--- config.mk ---
export PLATFORM = sky130hd
export DESIGN_NAME = scancode_to_ascii_key_fifo_unit
export DESIGN_NICKNAME = d
export VERILOG_FILES = /design/src/hw/rtl/skf_pkg.sv /design/src/hw/rtl/skf_ram.sv /design/src/hw/rtl/skf_front.sv /design/src/hw/rtl/skf_queue.sv /design/src/hw/rtl/skf_back.sv /design/src/hw/rtl/scancode_to_ascii_key_fifo_unit.sv
export VERILOG_INCLUDE_DIRS = /design/src /design/src/hw/rtl
export SDC_FILE = /design/constraint.sdc
export NUM_CORES = 2
export LEC_CHECK = 0
export BUFFER_PORTS_ARGS = -buffer_cell sky130_fd_sc_hd__buf_2
export CORE_MARGIN = 4
export CORE_UTILIZATION = 45
export DETAILED_ROUTE_END_ITERATION = 7
export PLACE_DENSITY = 0.64
export SKIP_LAST_GASP = 1
export SYNTH_ARGS = -nofsm -noshare
export SYNTH_HDL_FRONTEND = slang
export SYNTH_SLANG_ARGS = --single-unit
--- constraint.sdc ---
create_clock -name clk -period 4.8 [get_ports clk]
set_input_delay 0.72 -clock clk [delete_from_list [all_inputs] [get_ports clk]]
set_output_delay 0.72 -clock clk [all_outputs]
set_load 0.01 [all_outputs]
--- src/hw/rtl/assert_macros.svh ---
// Assertion helpers, included by skf_back.sv.
`ifndef ASSERT_MACROS_SVH
`define ASSERT_MACROS_SVH

// Same-cycle implication, disabled while reset is active.
`define SKF_ASSERT_IMP(lbl, clk, rst_n, ante, cons) \
    lbl: assert property (@(posedge clk) disable iff (!rst_n) (ante) |-> (cons)) \
        else $error("same-cycle implication failed");

// Next-cycle implication, disabled while reset is active.
`define SKF_ASSERT_NEXT(lbl, clk, rst_n, ante, cons) \
    lbl: assert property (@(posedge clk) disable iff (!rst_n) (ante) |=> (cons)) \
        else $error("next-cycle implication failed");

`endif

--- src/hw/rtl/skf_pkg.sv ---
`timescale 1ns / 1ps

package skf_pkg;

    // Character ring geometry (one slot always stays empty)
    localparam int RING_DEPTH = 256;
    localparam int RING_AW    = $clog2(RING_DEPTH);

    // Decoupling queue between front and back
    localparam int Q_DEPTH = 2;
    localparam int Q_AW    = $clog2(Q_DEPTH);
    localparam int Q_CW    = $clog2(Q_DEPTH + 1);

    // Command codes
    localparam logic [1:0] CMD_DECODE = 2'd0;
    localparam logic [1:0] CMD_READ   = 2'd1;
    localparam logic [1:0] CMD_INJECT = 2'd2;

    // Scroll request codes
    localparam logic [1:0] SCROLL_NONE = 2'd0;
    localparam logic [1:0] SCROLL_UP   = 2'd1;
    localparam logic [1:0] SCROLL_DOWN = 2'd2;

    // Scan codes of set 1
    localparam logic [7:0] SC_LSHIFT = 8'h2A;
    localparam logic [7:0] SC_RSHIFT = 8'h36;
    localparam logic [7:0] SC_CAPS   = 8'h3A;
    localparam logic [7:0] SC_PGUP   = 8'h49;
    localparam logic [7:0] SC_PGDN   = 8'h51;
    localparam logic [7:0] SC_BKSP   = 8'h0E;
    localparam logic [7:0] SC_ENTER  = 8'h1C;
    localparam logic [7:0] SC_LAST   = 8'd57;

    // Control characters produced by the decoder
    localparam logic [7:0] CHAR_BS = 8'h08;
    localparam logic [7:0] CHAR_LF = 8'h0A;

    // Work handed from front to back
    typedef enum logic [1:0] {
        OP_NONE,
        OP_PUSH,
        OP_POP,
        OP_DIRECT
    } op_t;

    typedef struct packed {
        logic [1:0] cmd;
        logic [7:0] scancode;
        logic [7:0] inject_char;
    } cmd_item_t;

    typedef struct packed {
        logic [7:0] read_char;
        logic       read_valid;
        logic       ring_not_empty;
        logic [7:0] direct_char;
        logic       direct_valid;
        logic [1:0] scroll_request;
        logic       key_dropped;
    } res_item_t;

    typedef struct packed {
        op_t        op;
        logic [7:0] ch;
        logic [1:0] scroll;
    } q_entry_t;

    // Key map: returns {plain, shifted}; zero marks an unmapped key
    function automatic logic [15:0] key_map(input logic [5:0] code);
        logic [15:0] m;
        case (code)
            6'd2:    m = {"1", "!"};
            6'd3:    m = {"2", "@"};
            6'd4:    m = {"3", "#"};
            6'd5:    m = {"4", "$"};
            6'd6:    m = {"5", "%"};
            6'd7:    m = {"6", "^"};
            6'd8:    m = {"7", "&"};
            6'd9:    m = {"8", "*"};
            6'd10:   m = {"9", "("};
            6'd11:   m = {"0", ")"};
            6'd12:   m = {"-", "_"};
            6'd13:   m = {"=", "+"};
            6'd16:   m = {"q", "Q"};
            6'd17:   m = {"w", "W"};
            6'd18:   m = {"e", "E"};
            6'd19:   m = {"r", "R"};
            6'd20:   m = {"t", "T"};
            6'd21:   m = {"y", "Y"};
            6'd22:   m = {"u", "U"};
            6'd23:   m = {"i", "I"};
            6'd24:   m = {"o", "O"};
            6'd25:   m = {"p", "P"};
            6'd26:   m = {"[", "{"};
            6'd27:   m = {"]", "}"};
            6'd30:   m = {"a", "A"};
            6'd31:   m = {"s", "S"};
            6'd32:   m = {"d", "D"};
            6'd33:   m = {"f", "F"};
            6'd34:   m = {"g", "G"};
            6'd35:   m = {"h", "H"};
            6'd36:   m = {"j", "J"};
            6'd37:   m = {"k", "K"};
            6'd38:   m = {"l", "L"};
            6'd39:   m = {";", ":"};
            6'd40:   m = {8'h27, 8'h22};
            6'd41:   m = {8'h60, 8'h7E};
            6'd43:   m = {8'h5C, 8'h7C};
            6'd44:   m = {"z", "Z"};
            6'd45:   m = {"x", "X"};
            6'd46:   m = {"c", "C"};
            6'd47:   m = {"v", "V"};
            6'd48:   m = {"b", "B"};
            6'd49:   m = {"n", "N"};
            6'd50:   m = {"m", "M"};
            6'd51:   m = {",", "<"};
            6'd52:   m = {".", ">"};
            6'd53:   m = {"/", "?"};
            6'd57:   m = {" ", " "};
            default: m = 16'h0000;
        endcase
        return m;
    endfunction

endpackage

--- src/hw/rtl/skf_ram.sv ---
`timescale 1ns / 1ps

module skf_ram #(
    parameter int WIDTH = 8,
    parameter int DEPTH = 256
) (
    input  logic                     clk,
    input  logic                     we,
    input  logic [$clog2(DEPTH)-1:0] waddr,
    input  logic [WIDTH-1:0]         wdata,
    input  logic                     re,
    input  logic [$clog2(DEPTH)-1:0] raddr,
    output logic [WIDTH-1:0]         rdata
);

    logic [WIDTH-1:0] mem [DEPTH];
    logic [WIDTH-1:0] rdata_reg;

    // One write port, one registered read port
    always_ff @(posedge clk)
    begin
        if (we)
        begin
            mem[waddr] <= wdata;
        end
        if (re)
        begin
            rdata_reg <= mem[raddr];
        end
    end

    assign rdata = rdata_reg;

endmodule

--- src/hw/rtl/skf_front.sv ---
`timescale 1ns / 1ps

module skf_front
    import skf_pkg::*;
(
    input  logic      clk,
    input  logic      rst_n,
    input  logic      program_focus_we,
    input  logic      program_focus_wdata,
    input  logic      cmd_valid,
    output logic      cmd_stall,
    input  cmd_item_t cmd_item,
    output logic      q_push,
    output q_entry_t  q_entry,
    input  logic      q_full
);

    logic        focus_reg;
    logic        shift_reg;
    logic        shift_next;
    logic        caps_reg;
    logic        caps_next;
    logic        have_char;
    logic [7:0]  dec_char;
    logic [15:0] map_pair;
    logic        is_letter;
    logic        upper;
    logic [7:0]  sc;

    assign sc        = cmd_item.scancode;
    assign cmd_stall = q_full;
    assign q_push    = cmd_valid && !q_full;

    // Key map lookup and case selection
    assign map_pair  = key_map(sc[5:0]);
    assign is_letter = (map_pair[15:8] >= "a") && (map_pair[15:8] <= "z");
    assign upper     = is_letter ? (shift_reg ^ caps_reg) : shift_reg;

    // Classify the item and work out modifier updates
    always_comb
    begin
        shift_next     = shift_reg;
        caps_next      = caps_reg;
        have_char      = 1'b0;
        dec_char       = 8'h00;
        q_entry.op     = OP_NONE;
        q_entry.ch     = 8'h00;
        q_entry.scroll = SCROLL_NONE;
        unique case (cmd_item.cmd)
            CMD_DECODE:
            begin
                if (sc[7])
                begin
                    // release: only a Shift release matters
                    if ({1'b0, sc[6:0]} == SC_LSHIFT || {1'b0, sc[6:0]} == SC_RSHIFT)
                    begin
                        shift_next = 1'b0;
                    end
                end
                else if (sc == SC_LSHIFT || sc == SC_RSHIFT)
                begin
                    shift_next = 1'b1;
                end
                else if (sc == SC_CAPS)
                begin
                    caps_next = !caps_reg;
                end
                else if (sc == SC_PGUP)
                begin
                    q_entry.scroll = SCROLL_UP;
                end
                else if (sc == SC_PGDN)
                begin
                    q_entry.scroll = SCROLL_DOWN;
                end
                else if (sc == SC_BKSP)
                begin
                    have_char = 1'b1;
                    dec_char  = CHAR_BS;
                end
                else if (sc == SC_ENTER)
                begin
                    have_char = 1'b1;
                    dec_char  = CHAR_LF;
                end
                else if (sc <= SC_LAST && map_pair[15:8] != 8'h00)
                begin
                    have_char = 1'b1;
                    dec_char  = upper ? map_pair[7:0] : map_pair[15:8];
                end
                if (have_char)
                begin
                    q_entry.op = focus_reg ? OP_PUSH : OP_DIRECT;
                    q_entry.ch = dec_char;
                end
            end
            CMD_READ:
            begin
                q_entry.op = OP_POP;
            end
            CMD_INJECT:
            begin
                q_entry.op = OP_PUSH;
                q_entry.ch = cmd_item.inject_char;
            end
            default:
            begin
                q_entry.op = OP_NONE;
            end
        endcase
    end

    // Focus register and modifier state
    always_ff @(posedge clk or negedge rst_n)
    begin
        if (!rst_n)
        begin
            focus_reg <= 1'b0;
            shift_reg <= 1'b0;
            caps_reg  <= 1'b0;
        end
        else
        begin
            if (program_focus_we)
            begin
                focus_reg <= program_focus_wdata;
            end
            if (q_push)
            begin
                shift_reg <= shift_next;
                caps_reg  <= caps_next;
            end
        end
    end

endmodule

--- src/hw/rtl/skf_queue.sv ---
`timescale 1ns / 1ps

module skf_queue
    import skf_pkg::*;
(
    input  logic     clk,
    input  logic     rst_n,
    input  logic     push,
    input  q_entry_t push_entry,
    output logic     full,
    input  logic     pop,
    output logic     head_valid,
    output q_entry_t head_entry
);

    q_entry_t          entries [Q_DEPTH];
    logic [Q_AW-1:0]   wr_ptr_reg;
    logic [Q_AW-1:0]   wr_ptr_next;
    logic [Q_AW-1:0]   rd_ptr_reg;
    logic [Q_AW-1:0]   rd_ptr_next;
    logic [Q_CW-1:0]   count_reg;
    logic [Q_CW-1:0]   count_next;

    assign full       = (count_reg == Q_CW'(Q_DEPTH));
    assign head_valid = (count_reg != '0);
    assign head_entry = entries[rd_ptr_reg];

    // Pointer wrap and occupancy
    always_comb
    begin
        wr_ptr_next = wr_ptr_reg;
        rd_ptr_next = rd_ptr_reg;
        if (push)
        begin
            wr_ptr_next = (wr_ptr_reg == Q_AW'(Q_DEPTH - 1)) ? '0 : wr_ptr_reg + Q_AW'(1);
        end
        if (pop)
        begin
            rd_ptr_next = (rd_ptr_reg == Q_AW'(Q_DEPTH - 1)) ? '0 : rd_ptr_reg + Q_AW'(1);
        end
        case ({push, pop})
            2'b10:   count_next = count_reg + Q_CW'(1);
            2'b01:   count_next = count_reg - Q_CW'(1);
            default: count_next = count_reg;
        endcase
    end

    always_ff @(posedge clk or negedge rst_n)
    begin
        if (!rst_n)
        begin
            wr_ptr_reg <= '0;
            rd_ptr_reg <= '0;
            count_reg  <= '0;
        end
        else
        begin
            wr_ptr_reg <= wr_ptr_next;
            rd_ptr_reg <= rd_ptr_next;
            count_reg  <= count_next;
        end
    end

    // Entry storage
    always_ff @(posedge clk)
    begin
        if (push)
        begin
            entries[wr_ptr_reg] <= push_entry;
        end
    end

endmodule

--- src/hw/rtl/skf_back.sv ---
`timescale 1ns / 1ps
`include "assert_macros.svh"

module skf_back
    import skf_pkg::*;
(
    input  logic      clk,
    input  logic      rst_n,
    input  logic      q_valid,
    input  q_entry_t  q_entry,
    output logic      q_pop,
    output logic      res_valid,
    input  logic      res_stall,
    output res_item_t res_item
);

    logic [RING_AW-1:0] wr_idx_reg;
    logic [RING_AW-1:0] wr_idx_next;
    logic [RING_AW-1:0] rd_idx_reg;
    logic [RING_AW-1:0] rd_idx_next;
    logic [RING_AW-1:0] wr_inc;
    logic [RING_AW-1:0] rd_inc;
    logic               ring_full;
    logic               ring_empty;
    logic               advance;
    logic               do_write;
    logic               do_read;
    logic               out_valid_reg;
    logic               out_valid_next;
    res_item_t          out_reg;
    res_item_t          out_next;
    logic [7:0]         ram_rdata;

    // Take the next item when the output slot is free or being emptied
    assign advance = q_valid && (!out_valid_reg || !res_stall);
    assign q_pop   = advance;

    // Ring index arithmetic
    assign wr_inc     = (wr_idx_reg == RING_AW'(RING_DEPTH - 1)) ? '0 : wr_idx_reg + RING_AW'(1);
    assign rd_inc     = (rd_idx_reg == RING_AW'(RING_DEPTH - 1)) ? '0 : rd_idx_reg + RING_AW'(1);
    assign ring_full  = (wr_inc == rd_idx_reg);
    assign ring_empty = (rd_idx_reg == wr_idx_reg);
    assign do_write   = advance && (q_entry.op == OP_PUSH) && !ring_full;
    assign do_read    = advance && (q_entry.op == OP_POP) && !ring_empty;

    assign wr_idx_next = do_write ? wr_inc : wr_idx_reg;
    assign rd_idx_next = do_read ? rd_inc : rd_idx_reg;

    // Result fields; the popped character arrives from the RAM read register
    always_comb
    begin
        out_next.read_char      = 8'h00;
        out_next.read_valid     = do_read;
        out_next.ring_not_empty = (wr_idx_next != rd_idx_next);
        out_next.direct_valid   = (q_entry.op == OP_DIRECT);
        out_next.direct_char    = (q_entry.op == OP_DIRECT) ? q_entry.ch : 8'h00;
        out_next.scroll_request = q_entry.scroll;
        out_next.key_dropped    = (q_entry.op == OP_PUSH) && ring_full;
    end

    always_comb
    begin
        if (advance)
        begin
            out_valid_next = 1'b1;
        end
        else if (!res_stall)
        begin
            out_valid_next = 1'b0;
        end
        else
        begin
            out_valid_next = out_valid_reg;
        end
    end

    skf_ram #(
        .WIDTH (8),
        .DEPTH (RING_DEPTH)
    ) u_ring (
        .clk   (clk),
        .we    (do_write),
        .waddr (wr_idx_reg),
        .wdata (q_entry.ch),
        .re    (do_read),
        .raddr (rd_idx_reg),
        .rdata (ram_rdata)
    );

    // Control state
    always_ff @(posedge clk or negedge rst_n)
    begin
        if (!rst_n)
        begin
            wr_idx_reg    <= '0;
            rd_idx_reg    <= '0;
            out_valid_reg <= 1'b0;
        end
        else
        begin
            wr_idx_reg    <= wr_idx_next;
            rd_idx_reg    <= rd_idx_next;
            out_valid_reg <= out_valid_next;
        end
    end

    // Output payload register
    always_ff @(posedge clk)
    begin
        if (advance)
        begin
            out_reg <= out_next;
        end
    end

    always_comb
    begin
        res_item = out_reg;
        if (out_reg.read_valid)
        begin
            res_item.read_char = ram_rdata;
        end
    end

    assign res_valid = out_valid_reg;

    // A result never carries both a popped and a direct character
    `SKF_ASSERT_IMP(a_read_direct_excl, clk, rst_n, out_valid_reg,
        !(out_reg.read_valid && out_reg.direct_valid))
    // A pop moves the read index
    `SKF_ASSERT_NEXT(a_pop_moves_rd, clk, rst_n, do_read, rd_idx_reg != $past(rd_idx_reg))
    // A push into a full ring leaves the write index and flags the drop
    `SKF_ASSERT_NEXT(a_drop_holds_wr, clk, rst_n,
        advance && ring_full && (q_entry.op == OP_PUSH),
        $stable(wr_idx_reg) && out_reg.key_dropped)

endmodule

--- src/hw/rtl/scancode_to_ascii_key_fifo_unit.sv ---
`timescale 1ns / 1ps
// Scan-code-set-1 keyboard decoder with a 256-entry character ring.
// Command channel: cmd_valid / cmd_stall / cmd_item (decode, read, inject).
// Result channel:  res_valid / res_stall / res_item, exactly one result per item,
// in order. program_focus_we / program_focus_wdata select ring (1) or
// direct output (0); write it only while the block is idle.
// An accepted item is written into the queue, then moved from the queue head
// into the output register when the output is free, so its result waits
// longer while the receiver stalls.
// Throughput: one item per cycle while res_stall is low, set by the registered
// ring update and the one RAM write and one registered RAM read per cycle.
// A two-entry queue separates decode from ring execution; when res_stall is
// held, the output register and queue fill and cmd_stall rises once the
// queue is full. Results stay stable while stalled.
// Reset clears Shift, Caps Lock, focus and the ring indices; ring contents
// are not cleared and need no clearing pass.

module scancode_to_ascii_key_fifo_unit
    import skf_pkg::*;
(
    input  logic      clk,
    input  logic      rst_n,
    input  logic      program_focus_we,
    input  logic      program_focus_wdata,
    input  logic      cmd_valid,
    output logic      cmd_stall,
    input  cmd_item_t cmd_item,
    output logic      res_valid,
    input  logic      res_stall,
    output res_item_t res_item
);

    logic     q_push;
    q_entry_t q_in;
    logic     q_full;
    logic     q_pop;
    logic     q_valid;
    q_entry_t q_head;

    // Decode and classify
    skf_front u_front (
        .clk                 (clk),
        .rst_n               (rst_n),
        .program_focus_we    (program_focus_we),
        .program_focus_wdata (program_focus_wdata),
        .cmd_valid           (cmd_valid),
        .cmd_stall           (cmd_stall),
        .cmd_item            (cmd_item),
        .q_push              (q_push),
        .q_entry             (q_in),
        .q_full              (q_full)
    );

    // Decoupling queue
    skf_queue u_queue (
        .clk        (clk),
        .rst_n      (rst_n),
        .push       (q_push),
        .push_entry (q_in),
        .full       (q_full),
        .pop        (q_pop),
        .head_valid (q_valid),
        .head_entry (q_head)
    );

    // Ring execution and result register
    skf_back u_back (
        .clk       (clk),
        .rst_n     (rst_n),
        .q_valid   (q_valid),
        .q_entry   (q_head),
        .q_pop     (q_pop),
        .res_valid (res_valid),
        .res_stall (res_stall),
        .res_item  (res_item)
    );

endmodule
# ---- After elaboration in Yosys (flattened, before gate mapping)
# Memory sizes are Yosys's and may differ from the RTL's. A register that Yosys moved wholly into a read port is not among the register bits.
# Cells that the tools add are included.
dict set report totals {
  n_memories 3
  inputBits 24
  out_inout_bits 24
  word_cells 125
  register_bits 38
  romBits 896
  ramBits 2072
}
# memory depth width rd rd_clocked_by_memory_dff wr line
set mem_list {}
lappend mem_list {u_back.u_ring.mem 256 8 1 1 1 skf_ram.sv:16} ;# logic [WIDTH-1:0] mem [DEPTH];
lappend mem_list {{(no name shown)} 64 14 1 0 0 skf_pkg.sv:71} ;# case (code)
lappend mem_list {u_queue.entries 2 12 1 0 1 skf_queue.sv:16} ;# q_entry_t entries [Q_DEPTH];
dict set report op_classes {
  n_bitwise 3
  addsub 6
  magnitude_cmp 3
  n_mux 46
  n_eq_ne 24
  n_reduce_logical 25
}
# operator n
set op_table {}
lappend op_table {{$mux 8} 14}
lappend op_table {{$eq 8x6->1 const B} 3}
lappend op_table {{$mux 1} 21}
lappend op_table {{$add 8x1->8 const B} 2}
lappend op_table {{$eq 8x7->1 const B} 2}
lappend op_table {{$eq 8x8->1} 2}
lappend op_table {{$eq 8x8->1 const B} 2}
lappend op_table {{$pmux 8 s2} 1}
lappend op_table {{$eq 7x6->1 const B} 2}
lappend op_table {{$mux 2} 7}
lappend op_table {{$eq 2x2->1 const B} 5}
lappend op_table {{$mux 10} 1}
lappend op_table {{$logic_and 1x1->1} 9}
lappend op_table {{$eq 8x4->1 const B} 1}
lappend op_table {{$eq 8x5->1 const B} 1}
lappend op_table {{$ge 8x7->1 const B} 1}
lappend op_table {{$le 8x6->1 const B} 1}
lappend op_table {{$le 8x7->1 const B} 1}
lappend op_table {{$ne 8x8->1} 1}
lappend op_table {{$reduce_bool 8->1} 1}
lappend op_table {{$eq 2x1->1 const B} 3}
lappend op_table {{$logic_not 1->1} 6}
lappend op_table {{$pmux 2 s3} 1}
lappend op_table {{$reduce_bool 2->1} 3}
lappend op_table {{other kinds (11)} 16}

# ---- Longest topological paths before layout
# An unclocked memory read counts as a cell.
dict set report logic_depth {
  depth_word 15
  mapped_depth 13
  ltp_nobuf 11
}

# ---- Modules after synthesis
# A second synthesis with hierarchy kept.
dict set report hier_totals {
  cells_unflattened 4231
  area_unflattened_um2 84379.7
}
# mod area_per_inst_um2 instances seq_area_each_um2 cells_each
set by_module_without_submodules {}
lappend by_module_without_submodules {skf_ram 79636.4 1 61739.2 3733}
lappend by_module_without_submodules {skf_back 2015.7 1 845.8 204}
lappend by_module_without_submodules {skf_front 1671.6 1 75.1 241}
lappend by_module_without_submodules {skf_queue 1056.0 1 820.8 53}

# ---- Worst setup path before layout
# OpenSTA, ideal clock, no wires.
dict set report synth_timing {
  path_type {input -> register}
  from {in res_stall}
  to {reg u_back.out_reg, in the netlist u_back.res_item[12], data pin}
  arrival_time_ns 3.383
  path_stages 10
  setup_slack_ns 1.146
  required_ns 4.528
  setup_time_ns 0.272
  path_buffers 0
  cell_sequence {a2bb2oi_2 > o21ai_0 > a21o_1 > inv_2 > mux2i_1 > xnor2_1 > nand2_1 > a2111oi_0 > mux2i_1 > or4_1}
}
# item line
set synth_rtl {}
lappend synth_rtl {{from (decl)} scancode_to_ascii_key_fifo_unit.sv:29} ;# input logic res_stall,
lappend synth_rtl {{to (signal assigned)} skf_back.sv:112} ;# out_reg <= out_next;
lappend synth_rtl {{to (decl)} skf_back.sv:30} ;# res_item_t out_reg;

# ---- Worst setup path in the final report
dict set report layout_timing {
  from {reg u_back.wr_idx_reg[2]}
  to {mem u_back.u_ring.mem[163][4] (enable)}
}
dict set report layout_via {
  elab_chain_cells 7
}
# item line
set layout_rtl {}
lappend layout_rtl {{from (decl)} skf_back.sv:17} ;# logic [RING_AW-1:0] wr_idx_reg;
lappend layout_rtl {{from (signal assigned)} skf_back.sv:101} ;# wr_idx_reg <= wr_idx_next;
lappend layout_rtl {{$add 8x1->8 or $eq 8x8->1 (tied branches)} skf_back.sv:39} ;# assign wr_inc = (wr_idx_reg == RING_AW'(RING_DEPTH - 1)) ? '0 : wr_idx_reg + RING_AW'(1);
lappend layout_rtl {{$mux 8} skf_back.sv:39}
lappend layout_rtl {{$eq 8x8->1} skf_back.sv:41} ;# assign ring_full = (wr_inc == rd_idx_reg);
lappend layout_rtl {{$logic_not 1->1} skf_back.sv:43} ;# assign do_write = advance && (q_entry.op == OP_PUSH) && !ring_full;
lappend layout_rtl {{$logic_and 1x1->1} skf_back.sv:43}
lappend layout_rtl {{$mux 1} skf_ram.sv:22} ;# if (we)
lappend layout_rtl {{$mux 1 (not written as such)} skf_ram.sv:24} ;# mem[waddr] <= wdata;
lappend layout_rtl {{to (decl)} skf_ram.sv:16}
# Parallel ways exist; a longest one is shown, timed or not.

==> flow_summary.json <==
{
  "die_w_um": 440,
  "track_usage_pct": 20.3,
  "multi_input_area_mm2": 0.0194,
  "synth-edff-count": 2094,
  "path_cells": "and4_1, o22ai_1, nor3_1, nor4b_2, a21oi_2, or4bb_2, buf_4, nor2_1, buf_4",
  "drtAntennaViolNets": 0,
  "crit_family": "simple AND/OR/NAND/NOR gates",
  "die_h_um": 440,
  "finalCriticalPeriod_ns": 4.18,
  "place_congestion": 0.858,
  "clock_latency_ns": 0.85,
  "slowest_stage": "dfrtp_1",
  "syn-instance-count": 3737,
  "ctsHoldBuffers": 1,
  "seq_area_frac_synth_pct": 75.7,
  "final_max_slew_viol_count": 0,
  "netlist_top_cells_area": "edfxtp_1 (75%), mux4_2 (18%), nor2_1 (1.3%)",
  "dpl_worst_slack_ns": 0.475,
  "cts_buffer_depth": 3,
  "floorplan.initialDensity_pct": 45.3,
  "tns_ns": 0,
  "hpwlAfterDp_mm": 115,
  "hold_path.class": "input pin to flip-flop",
  "reg2reg_depth": 9,
  "cp_slowest_stage_delay_ns": 0.75,
  "ys_types": 75,
  "maxCapViolations": 0,
  "outcome": "finished, final reports clean",
  "core_area_mm2": 0.185,
  "synth_fp_nets": 3779,
  "num_vias": 39300,
  "synth.top_cell.area_share_pct": 75.0,
  "finalHoldViolCount": 0,
  "grt_pass1_wl_mm": 286,
  "clk_pin_slew_ns": 0.06,
  "dpl_cell_area_mm2": 0.0887,
  "synth.avg_cell_area_um2": 22.4,
  "synth_area_leader_cell": "edfxtp_1",
  "io_pins": 48,
  "port_buffers": 47,
  "cp_max_fo": 23,
  "worstSetupStartpoint": "u_back.wr_idx_reg[2]$_DFF_PN0_",
  "min_period_over_period_pct": 87.0,
  "largest_reg_flops": 2048,
  "final_cell_area_mm2": 0.0953,
  "mostFrequentLayoutCells": "edfxtp_1 (2094), mux4_2 (681), nor2_1 (294), buf_4 (253), clkbuf_16 (205)",
  "drt-vias-per-instance": 5.86,
  "postCtsSetupRepairBufs": 0,
  "end_kind": "flip-flop",
  "antenna_found_initial": 4,
  "cts.sinks": 2118,
  "hold_start": "program_focus_wdata",
  "layout_commonest_cell": "edfxtp_1",
  "dr.first_iter.drc_count": 4956,
  "path_class": "flip-flop to flip-flop",
  "required_ns": 5.35,
  "reg2reg_slack_ns": 0.62,
  "hold-path-cell-count": 2,
  "ys.warnings.count": 0,
  "regMostFlops": "u_back.u_ring.mem",
  "synth-seq-cells": 2118,
  "power_density_mw_per_mm2": 566,
  "slew_headroom_pct": 22.4,
  "clock_skew_ns": 0.0379,
  "clock.fmax_ghz": 0.239,
  "ir_drop_v": 0.000563,
  "whs_endpoint": "u_front.focus_reg$_DFFE_PN0P_",
  "drt_wl_total_mm": 194,
  "rsz0062_at_grt": "false",
  "synth-main-ff-cell": "edfxtp_1",
  "cts_tree": "yes",
  "cts-root-buf": "clkbuf_16",
  "cts_made_buffers": 204,
  "fillers": 14400,
  "leakagePower_nw": 29.5,
  "critPathBufInv": 2,
  "cts_resized": 0,
  "setup_ws_ns": 0.622,
  "startpoint_type": "flip-flop",
  "r2r_start": "u_back.wr_idx_reg[2]$_DFF_PN0_",
  "die_area_mm2": 0.193,
  "cp.depth": 9,
  "syn_area_mm2": 0.0838,
  "setup_viol": 0,
  "regArea_mm2": 0.0635,
  "fin_nets": 4079,
  "grt_pass1_vias": 40100,
  "grt_max_degree": 161,
  "finalPower_mw": 54.0,
  "wl_per_cell_um": 28.9,
  "std_cell_rows": 158,
  "route.detailed.drc": 0,
  "gr-total-overflow": 0,
  "drtPass1Iterations": 8,
  "layout-drive-gt1-share_pct": 31.5,
  "area_growth_syn_to_layout_pct": 13.7,
  "worstPathArrival_ns": 4.72,
  "timing.rr.end": "u_back.u_ring.mem[163][4]$_DFFE_PP_",
  "utilization_pct": 51.4,
  "htreeDepth": 4,
  "async_flop_share_pct": 1.13,
  "max_slew.worst_pin.slew_ns": 1.16,
  "cpMostUsedCell": "buf_4"
}
## power breakdown
| group | total [mW] | switching, mW | internal, mW |
|---|---|---|---|
| Sequential | 23.2 | 0.246 | 23.0 |
| Clock | 15.7 | 6.90 | 8.84 |
| Combinational | 15.0 | 8.75 | 6.24 |
## metrics by stage
stage,cells,hold slack [ns]
after floorplan,3737,0.424
after global routing,6697,0.0929
after detailed placement,6310,0.488
final,6700,0.137
after CTS,6696,0.0727
after global placement,6310,0.486
## worst max-delay path by stage
stage | to | slack (ns)
2_1_floorplan | u_back.res_item[12]$_DFFE_PP_ | 1.15
3_3_place_gp | u_back.res_item[12]$_DFFE_PP_ | 0.46
3_5_place_dp | u_back.res_item[12]$_DFFE_PP_ | 0.47
4_1_cts | u_back.u_ring.mem[163][4]$_DFFE_PP_ | 0.67
5_1_grt | u_back.u_ring.mem[116][3]$_DFFE_PP_ | 0.41
6_report | u_back.u_ring.mem[163][4]$_DFFE_PP_ | 0.62
## cell usage after synthesis (18+ instances only)
library cell / n
clkbuf_1: 119
inv_1: 21
nor2b_1: 27
mux4_2: 681
dfrtp_1: 24
buf_1: 27
nand2_1: 43
buf_2: 79
ha_1: 18
edfxtp_1: 2094
nor2_1: 294
a21oi_1: 20
o21ai_0: 24
and2_1: 21
nand3_1: 21
## routing by layer
metal  routed length (um)  GRT usage, %  vias up
met5                   26             0        -
met1                81100          29.3    21200
met2                95800          32.5     1474
li1                     -             -    16400
met3                12700          3.42      243
met4                 4230          5.22        4
## cell type report
class | instances | share of cell area, %
clock inverters | 148 | 1.41
repair buffers | 323 | 2.71
multi-input cells | 1366 | 20.4
diodes | 4 | 0.0105
flip-flops and latches | 2118 | 66.6
well taps | 2480 | 3.26
clock buffers | 237 | 5.51
inverters | 24 | 0.0946
## logic make-up after synthesis
logic type                 Yosys count  synth area share, %
xor gates and xnor gates            33                0.354
DFF                               2118                 75.7
muxes                              713                 18.7
adders and majority gates           18                0.269
and+or+nand+nor                    478                 2.61
buffers and inverters              253                 1.28
AOI/OAI and AO/OA                  124                 1.05
No activity file was read; power rests on OpenSTA's default activity.
